[config.mk]
export PLATFORM = sky130hd
export DESIGN_NAME = half_step_stepper_sequencer
export DESIGN_NICKNAME = d
export VERILOG_FILES = /design/src/hw/rtl/hss_pkg.sv /design/src/hw/rtl/hss_engine.sv /design/src/hw/rtl/half_step_stepper_sequencer.sv
export SDC_FILE = /design/constraint.sdc
export NUM_CORES = 1
export LEC_CHECK = 0
export ABC_AREA = 1
export BUFFER_PORTS_ARGS = -buffer_cell sky130_fd_sc_hd__buf_2
export CORE_UTILIZATION = 45
export CTS_BUF_LIST = sky130_fd_sc_hd__clkbuf_4
export CTS_CLUSTER_SIZE = 24
export DETAILED_ROUTE_END_ITERATION = 6
export GPL_TIMING_DRIVEN = 0
export PLACE_DENSITY = 0.75
export SLEW_MARGIN = 20
export SYNTH_ARGS = -nofsm -noshare
export SYNTH_HDL_FRONTEND = slang
export SYNTH_SLANG_ARGS = --single-unit
[constraint.sdc]
create_clock -name aclk -period 5.9 [get_ports aclk]
set_clock_uncertainty 0.15 [all_clocks]
set_input_delay 1.18 -clock aclk [delete_from_list [all_inputs] [get_ports aclk]]
set_output_delay 1.18 -clock aclk [all_outputs]
set_load 0.02 [all_outputs]
[src/hw/rtl/hss_pkg.sv]
// Shared constants, types and helper functions of the half-step stepper sequencer.
package hss_pkg;

    // Number of mechanical positions before the position counter wraps.
    localparam int unsigned POSITIONS = 400;
    localparam int unsigned POS_W     = $clog2(POSITIONS);

    // Field widths of the item and result payloads.
    localparam int unsigned STEP_W    = 16;
    localparam int unsigned OUT_POS_W = 9;
    localparam int unsigned CNT_W     = 16;
    // Remaining-step counter holds a full 32768 for the most negative count.
    localparam int unsigned LEFT_W    = STEP_W + 1;

    // Configuration register widths and indexes.
    localparam int unsigned CFG_IDX_W  = 2;
    localparam int unsigned CFG_DATA_W = 16;
    localparam logic [CFG_IDX_W-1:0] CFG_SPEED      = 2'd0;
    localparam logic [CFG_IDX_W-1:0] CFG_PULSE      = 2'd1;
    localparam logic [CFG_IDX_W-1:0] CFG_DELAY_UNIT = 2'd2;

    // Register reset values.
    localparam logic [6:0]  SPEED_RESET      = 7'd100;
    localparam logic [15:0] PULSE_RESET      = 16'd3000;
    localparam logic [7:0]  DELAY_UNIT_RESET = 8'd10;
    localparam logic [6:0]  SPEED_FULL       = 7'd100;

    // Command codes carried in the input tuser.
    localparam logic CMD_TICK = 1'b0;
    localparam logic CMD_MOVE = 1'b1;

    // Configuration register file as seen by the step engine.
    typedef struct packed {
        logic [6:0]  speed;
        logic [15:0] pulse_ticks;
        logic [7:0]  delay_unit;
    } hss_cfg_t;

    // One result item.
    typedef struct packed {
        logic                 rejected;
        logic                 busy_res;
        logic [OUT_POS_W-1:0] position;
        logic [2:0]           phase;
        logic [3:0]           coils;
    } hss_result_t;

    // Coil pattern of each half-step phase: A, AB, B, BC, C, CD, D, DA.
    function automatic logic [3:0] coil_pattern(input logic [2:0] phase);
        logic [3:0] pat;
        unique case (phase)
            3'd0:    pat = 4'b0001;
            3'd1:    pat = 4'b0011;
            3'd2:    pat = 4'b0010;
            3'd3:    pat = 4'b0110;
            3'd4:    pat = 4'b0100;
            3'd5:    pat = 4'b1100;
            3'd6:    pat = 4'b1000;
            default: pat = 4'b1001;
        endcase
        return pat;
    endfunction

    // Next phase in the direction of travel, wrapping over eight phases.
    function automatic logic [2:0] phase_step(input logic [2:0] phase, input logic backwards);
        return backwards ? phase - 3'd1 : phase + 3'd1;
    endfunction

endpackage

[src/hw/rtl/hss_engine.sv]
// Step engine: sequencer state registers and the per-item next-state and result logic.
module hss_engine (
    input  logic                       aclk,
    input  logic                       aresetn,
    input  logic                       item_en,
    input  logic                       command,
    input  logic [hss_pkg::STEP_W-1:0] step_count,
    input  hss_pkg::hss_cfg_t          cfg,
    output hss_pkg::hss_result_t       result
);

    typedef enum logic [1:0] {
        ST_IDLE  = 2'd0,
        ST_ON    = 2'd1,
        ST_OFF   = 2'd2,
        ST_PAUSE = 2'd3
    } stage_t;

    stage_t                      stage_reg, stage_next;
    logic [2:0]                  phase_reg, phase_next;
    logic [hss_pkg::POS_W-1:0]   position_reg, position_next;
    logic [hss_pkg::LEFT_W-1:0]  steps_left_reg, steps_left_next;
    logic                        backwards_reg, backwards_next;
    logic [hss_pkg::CNT_W-1:0]   tick_counter_reg, tick_counter_next;

    logic [hss_pkg::CNT_W:0]     cnt_inc;
    logic [hss_pkg::CNT_W-1:0]   pulse_len;
    logic [6:0]                  deficit;
    logic [14:0]                 pause_len;
    logic [hss_pkg::LEFT_W-1:0]  steps_dec;
    logic [31:0]                 pos_ext;
    logic                        rejected;

    // Stage lengths from the current register values.
    assign pulse_len = (cfg.pulse_ticks == '0) ? hss_pkg::CNT_W'(1) : cfg.pulse_ticks;
    assign deficit   = (cfg.speed >= hss_pkg::SPEED_FULL) ? 7'd0
                                                          : hss_pkg::SPEED_FULL - cfg.speed;
    assign pause_len = 15'(deficit) * 15'(cfg.delay_unit);
    assign cnt_inc   = {1'b0, tick_counter_reg} + 17'd1;
    assign steps_dec = (steps_left_reg != '0) ? steps_left_reg - 1'b1 : steps_left_reg;

    // Next state for one accepted item.
    always_comb begin
        stage_next        = stage_reg;
        phase_next        = phase_reg;
        position_next     = position_reg;
        steps_left_next   = steps_left_reg;
        backwards_next    = backwards_reg;
        tick_counter_next = tick_counter_reg;
        rejected          = 1'b0;
        if (item_en) begin
            if (command == hss_pkg::CMD_MOVE) begin
                if (stage_reg != ST_IDLE) begin
                    rejected = 1'b1;
                end else if (step_count != '0) begin
                    backwards_next    = step_count[hss_pkg::STEP_W-1];
                    steps_left_next   = step_count[hss_pkg::STEP_W-1]
                                      ? (17'h10000 - {1'b0, step_count})
                                      : {1'b0, step_count};
                    phase_next        = hss_pkg::phase_step(phase_reg,
                                                            step_count[hss_pkg::STEP_W-1]);
                    stage_next        = ST_ON;
                    tick_counter_next = '0;
                end
            end else begin
                unique case (stage_reg)
                    ST_ON: begin
                        if (cnt_inc >= {1'b0, pulse_len}) begin
                            stage_next        = ST_OFF;
                            tick_counter_next = '0;
                        end else begin
                            tick_counter_next = cnt_inc[hss_pkg::CNT_W-1:0];
                        end
                    end
                    ST_OFF: begin
                        if (cnt_inc >= {1'b0, pulse_len}) begin
                            // Step is complete: move the position and count the step.
                            if (backwards_reg) begin
                                position_next = (position_reg == '0)
                                    ? hss_pkg::POS_W'(hss_pkg::POSITIONS - 1)
                                    : position_reg - 1'b1;
                            end else begin
                                position_next = (32'(position_reg) + 32'd1 >= hss_pkg::POSITIONS)
                                    ? '0 : position_reg + 1'b1;
                            end
                            steps_left_next   = steps_dec;
                            tick_counter_next = '0;
                            if (pause_len != '0) begin
                                stage_next = ST_PAUSE;
                            end else if (steps_dec != '0) begin
                                // No pause: the next step starts on this same tick.
                                phase_next = hss_pkg::phase_step(phase_reg, backwards_reg);
                                stage_next = ST_ON;
                            end else begin
                                stage_next = ST_IDLE;
                            end
                        end else begin
                            tick_counter_next = cnt_inc[hss_pkg::CNT_W-1:0];
                        end
                    end
                    ST_PAUSE: begin
                        if (cnt_inc >= 17'(pause_len)) begin
                            tick_counter_next = '0;
                            if (steps_left_reg != '0) begin
                                phase_next = hss_pkg::phase_step(phase_reg, backwards_reg);
                                stage_next = ST_ON;
                            end else begin
                                stage_next = ST_IDLE;
                            end
                        end else begin
                            tick_counter_next = cnt_inc[hss_pkg::CNT_W-1:0];
                        end
                    end
                    default: begin
                        // A tick while idle changes nothing.
                    end
                endcase
            end
        end
    end

    // Result reflects the state after the item is applied.
    assign pos_ext = 32'(position_next);
    always_comb begin
        result.coils    = (stage_next == ST_ON) ? hss_pkg::coil_pattern(phase_next) : 4'd0;
        result.phase    = phase_next;
        result.position = pos_ext[hss_pkg::OUT_POS_W-1:0];
        result.busy_res = (stage_next != ST_IDLE);
        result.rejected = rejected;
    end

    // State registers.
    always_ff @(posedge aclk) begin
        if (!aresetn) begin
            stage_reg        <= ST_IDLE;
            phase_reg        <= '0;
            position_reg     <= '0;
            steps_left_reg   <= '0;
            backwards_reg    <= 1'b0;
            tick_counter_reg <= '0;
        end else begin
            stage_reg        <= stage_next;
            phase_reg        <= phase_next;
            position_reg     <= position_next;
            steps_left_reg   <= steps_left_next;
            backwards_reg    <= backwards_next;
            tick_counter_reg <= tick_counter_next;
        end
    end

endmodule

[src/hw/rtl/half_step_stepper_sequencer.sv]
// Top level of the half-step stepper sequencer: handshakes, configuration and result register.
//
//   Channel   Direction  Payload
//   s_axis    in         tuser[0] command; tdata[15:0] step_count
//   m_axis    out        tdata coils[3:0] phase[6:4] position[15:7] busy_res[16] rejected[17]
//   cfg       in         cfg_addr selects speed / pulse_ticks / delay_unit, cfg_data
//
// The step engine updates its state and forms the result in the cycle of acceptance,
// and the result register shows it on the next cycle.
// A new item is taken each cycle while the result register is empty or being drained.
// When m_tready is low with a result held, s_tready drops and nothing is lost.
// aresetn is synchronous; it clears engine state and result valid and loads register defaults.
module half_step_stepper_sequencer (
    input  logic                          aclk,
    input  logic                          aresetn,
    input  logic                          s_tvalid,
    output logic                          s_tready,
    input  logic [15:0]                   s_tdata,   // step_count[15:0]
    input  logic [0:0]                    s_tuser,   // command[0]
    output logic                          m_tvalid,
    input  logic                          m_tready,
    output logic [23:0]                   m_tdata,   // coils, phase, position, busy_res, rejected
    input  logic                          cfg_wr_en,
    input  logic [hss_pkg::CFG_IDX_W-1:0] cfg_addr,
    input  logic [hss_pkg::CFG_DATA_W-1:0] cfg_data
);

    hss_pkg::hss_cfg_t    cfg_reg;
    hss_pkg::hss_result_t result;
    hss_pkg::hss_result_t result_reg;
    logic                 m_tvalid_reg;
    logic                 item_en;

    assign s_tready = !m_tvalid_reg || m_tready;
    assign item_en  = s_tvalid && s_tready;

    // Configuration registers.
    always_ff @(posedge aclk) begin
        if (!aresetn) begin
            cfg_reg.speed       <= hss_pkg::SPEED_RESET;
            cfg_reg.pulse_ticks <= hss_pkg::PULSE_RESET;
            cfg_reg.delay_unit  <= hss_pkg::DELAY_UNIT_RESET;
        end else if (cfg_wr_en) begin
            unique case (cfg_addr)
                hss_pkg::CFG_SPEED:      cfg_reg.speed       <= cfg_data[6:0];
                hss_pkg::CFG_PULSE:      cfg_reg.pulse_ticks <= cfg_data;
                hss_pkg::CFG_DELAY_UNIT: cfg_reg.delay_unit  <= cfg_data[7:0];
                default: begin
                    // Unused index: the write is dropped.
                end
            endcase
        end
    end

    hss_engine u_engine (
        .aclk       (aclk),
        .aresetn    (aresetn),
        .item_en    (item_en),
        .command    (s_tuser[0]),
        .step_count (s_tdata),
        .cfg        (cfg_reg),
        .result     (result)
    );

    // Result register.
    always_ff @(posedge aclk) begin
        if (!aresetn) begin
            m_tvalid_reg <= 1'b0;
        end else if (s_tready) begin
            m_tvalid_reg <= s_tvalid;
        end
    end

    always_ff @(posedge aclk) begin
        if (item_en) begin
            result_reg <= result;
        end
    end

    assign m_tvalid = m_tvalid_reg;
    assign m_tdata  = {6'd0, result_reg};

endmodule

==> reports/results.txt <==
R2R cell count = 44
ANT nets after route = 0
grt met3 use = 2.530%
total power = 1.876 mW
final WL = 23,050 um
min-delay worst type = flip-flop to flip-flop
Hold Crit Endpoint = u_engine.steps_left_reg[16]
fill count = 1,797
met1 global-route usage = 29.37%
clock root buffer = clkbuf_4
Placed Cells = 1,549
first-pass GRT wire length = 38,070 um
Mapped Cells = 1,252
commonest non-fill, non-tap cell in the layout = nand2_1
Longest Clk Path Bufs = 2
Syn. warnings = 0
hold depth = 2
post-layout min period = 6466 ps
critical path's top delay family = adder cells
Crit path required time = 6010 ps
core box area = 0.01877 sq mm
clk_lat worst skew = 500 ps
ys flop type = dfxtp_1
commonest cells after routing, fill and taps aside = 255 x nand2_1, 164 x inv_1, 135 x nor2_1, 77 x dfxtp_1, 68 x a21oi_1
WL per Instance = 14.34 um
initial core utilization = 46.01%
DR DRC count = 0
Largest register FFs = 31
Fin Hold WS = 321.8 ps
FF/Latch Area = 0.002148 sq mm
Bufs and invs on worst path = 11
sequential share of the synthesized area = 24.81%
syn avg cell area = 6.897 sq um
hold buffers post-CTS = 0
vias = 8,522
Top cell by count, worst path = nand2_2
crit end category = flip-flop
worst-margin pin slew = 751.9 ps
CP startpoint kind = flip-flop
Initial DRT Pass Iterations = 5
CTS clock-pin slew for the worst setup and hold paths = 180 ps
GR Overflow Total = 0
CTS H-tree depth = 3
min-delay src = u_engine.steps_left_reg[16]
highest-delay cell along the critical path = fa_1
FMAX = 154.6 MHz
maxcap violations = 0
# port buffers = 58
Worst EP arrival = 6580 ps
Reg-to-Reg Start = cfg_reg[24]
Rows = 50
Period Utilization, post-route = 109.6%
worst reg2reg setup slack = -570 ps
Clock Sinks = 98
die width = 140.5 um
GP Congestion = 0.9396
DP Wirelength = 17,260 um
initial antenna violation count = 1
RSZ-0062 raised after global routing = yes
Vias/cell = 5.303
share of cells above drive strength 1 = 19.90%
count of different cell masters after synthesis = 52
Netlist Area Pre-Place = 0.008635 sq mm
Post-synth EDFFs = 18
setup slack after layout = -566.4 ps
largest net degree at the start of global routing = 20
PD cells = 184.4 mW/mm^2
gr busiest metal = met2
Starting DRT DRC Count = 469
TritonCTS clock tree = built
final core utilization = 54.21%
full die area = 0.01975 sq mm
multi-input combinational cell area = 0.006098 sq mm
Final setup viols = 29
height of the die = 140.5 um
Post-Layout Cell Count = 1,607
Area growth syn-to-layout = 17.82%
flip-flop and latch count after synthesis = 98
# IOs = 66
GRT Resource Usage Total = 23.69%
status = finished, violations left
final-stage net count = 1,511
crit path kind = flip-flop to flip-flop
TritonCTS Buffers = 9
Slew Limit Fails = 0
pre-CTS setup slack = -609.0 ps
Critical Path Max Stage Delay = 530 ps
reg2reg end = m_tdata[0]
Hold Vio Cnt, Final = 0
maximum ir drop on the vdd rail = 0.1114 mV
met2 Usage GRT = 42.37%
Critical Path Stages = 44
largest fanout on the critical path = 6
asr flop ratio synth = 0%
failing checks = negative setup slack
vias in the first global route = 8,216
Slew HR = 49.82%
Leak = 4.970 nW
cells in the mapped netlist (3+ instances only):
| master | instances | area [sq um] |
|---|---|---|
| nor4_1 | 4 | 25.02 |
| nand4_1 | 31 | 193.9 |
| ha_1 | 75 | 938.4 |
| nor3_1 | 20 | 100.1 |
| a31oi_1 | 3 | 18.77 |
| a21oi_1 | 83 | 415.4 |
| fa_1 | 29 | 580.6 |
| nor2_1 | 148 | 555.5 |
| nand2_1 | 283 | 1062 |
| nand2_2 | 11 | 68.82 |
| a211oi_1 | 4 | 30.03 |
| dfxtp_1 | 80 | 1602 |
| inv_1 | 178 | 668.1 |
| o211ai_1 | 16 | 120.1 |
| buf_4 | 9 | 67.56 |
| nand3b_1 | 5 | 37.54 |
| nor2_2 | 11 | 68.82 |
| edfxtp_1 | 18 | 540.5 |
| o22ai_1 | 3 | 18.77 |
| xor2_1 | 39 | 341.6 |
| nand3_2 | 5 | 50.05 |
| xnor2_1 | 14 | 122.6 |
| o21ai_1 | 4 | 20.02 |
| clkbuf_1 | 15 | 56.30 |
| buf_2 | 5 | 25.02 |
| nand3_1 | 60 | 300.3 |
| o21ai_0 | 61 | 305.3 |
| clkinv_1 | 4 | 15.01 |
| inv_2 | 7 | 26.28 |
kinds of logic after synthesis:
family,after synthesis,share of synthesized area (%)
flip-flops,98,24.81
adder cells (fa/ha/maj),104,17.59
other,1,0.04343
AO/OA/AOI/OAI,187,12.09
XOR/XNOR,54,5.565
buffers and inverters,220,10.11
AND/OR/NAND/NOR,588,29.79
power by group:
| group | switching (mW) | internal, mW | total [mW] |
|---|---|---|---|
| logic | 0.486 | 0.299 | 0.785 |
| registers | 0.0255 | 0.715 | 0.740 |
| clock network | 0.255 | 0.0954 | 0.350 |
| total | 0.767 | 1.11 | 1.88 |
stage by stage:
step / TNS (ps) / instance area, sq um
5_1_grt: -19690 / 10170
2_1_floorplan: -19.21 / 8763
6_report: -11470 / 10170
3_5_place_dp: -10910 / 9346
3_3_place_gp: -10740 / 9346
4_1_cts: -5952 / 9937
cell type report:
| type | instances | share of cell area (%) |
|---|---|---|
| antenna | 1 | 0.02460 |
| buffer | 31 | 1.673 |
| clock buffer | 9 | 0.6641 |
| clock inverter | 7 | 0.5903 |
| inverter | 189 | 6.973 |
| multi-input combinational | 939 | 59.94 |
| sequential | 98 | 21.12 |
| tap | 234 | 2.878 |
| timing repair buffer | 99 | 6.137 |
how the worst max path moves through the flow:
stage | from | slack (ps) | to
global placement | cfg_reg[24] | -600 | m_tdata[2]
finish | cfg_reg[24] | -570 | m_tdata[0]
detailed placement | cfg_reg[24] | -610 | m_tdata[2]
floorplan | cfg_reg[24] | -10 | m_tdata[2]
global route | cfg_reg[24] | -860 | m_tdata[0]
CTS | cfg_reg[25] | -340 | m_tdata[0]
worst register-to-register path: cells and delay by family (launching register included):
family,cells,cell delay (ps)
simple gates,25,2020
compound gates,1,140
buf+inv,11,740
flops,1,390
fa+ha+maj,7,2790
metal layers:
metal	part of all wire [%]	up-vias
li1	-	4270
met1	44	3978
met2	49	217
met3	4.2	57
met4	2.9	0
met5	0	-
repair_timing:
item / CTS / global route
cloned: 1 / 0
pin swaps: 51 / 36
setup buffers: 29 / 11
hold endpoints to repair: 0 / 0
endpoints found under the setup margin: 29 / 29
gates resized for setup: 61 / 41
No activity file was read; power rests on OpenSTA's default activity.
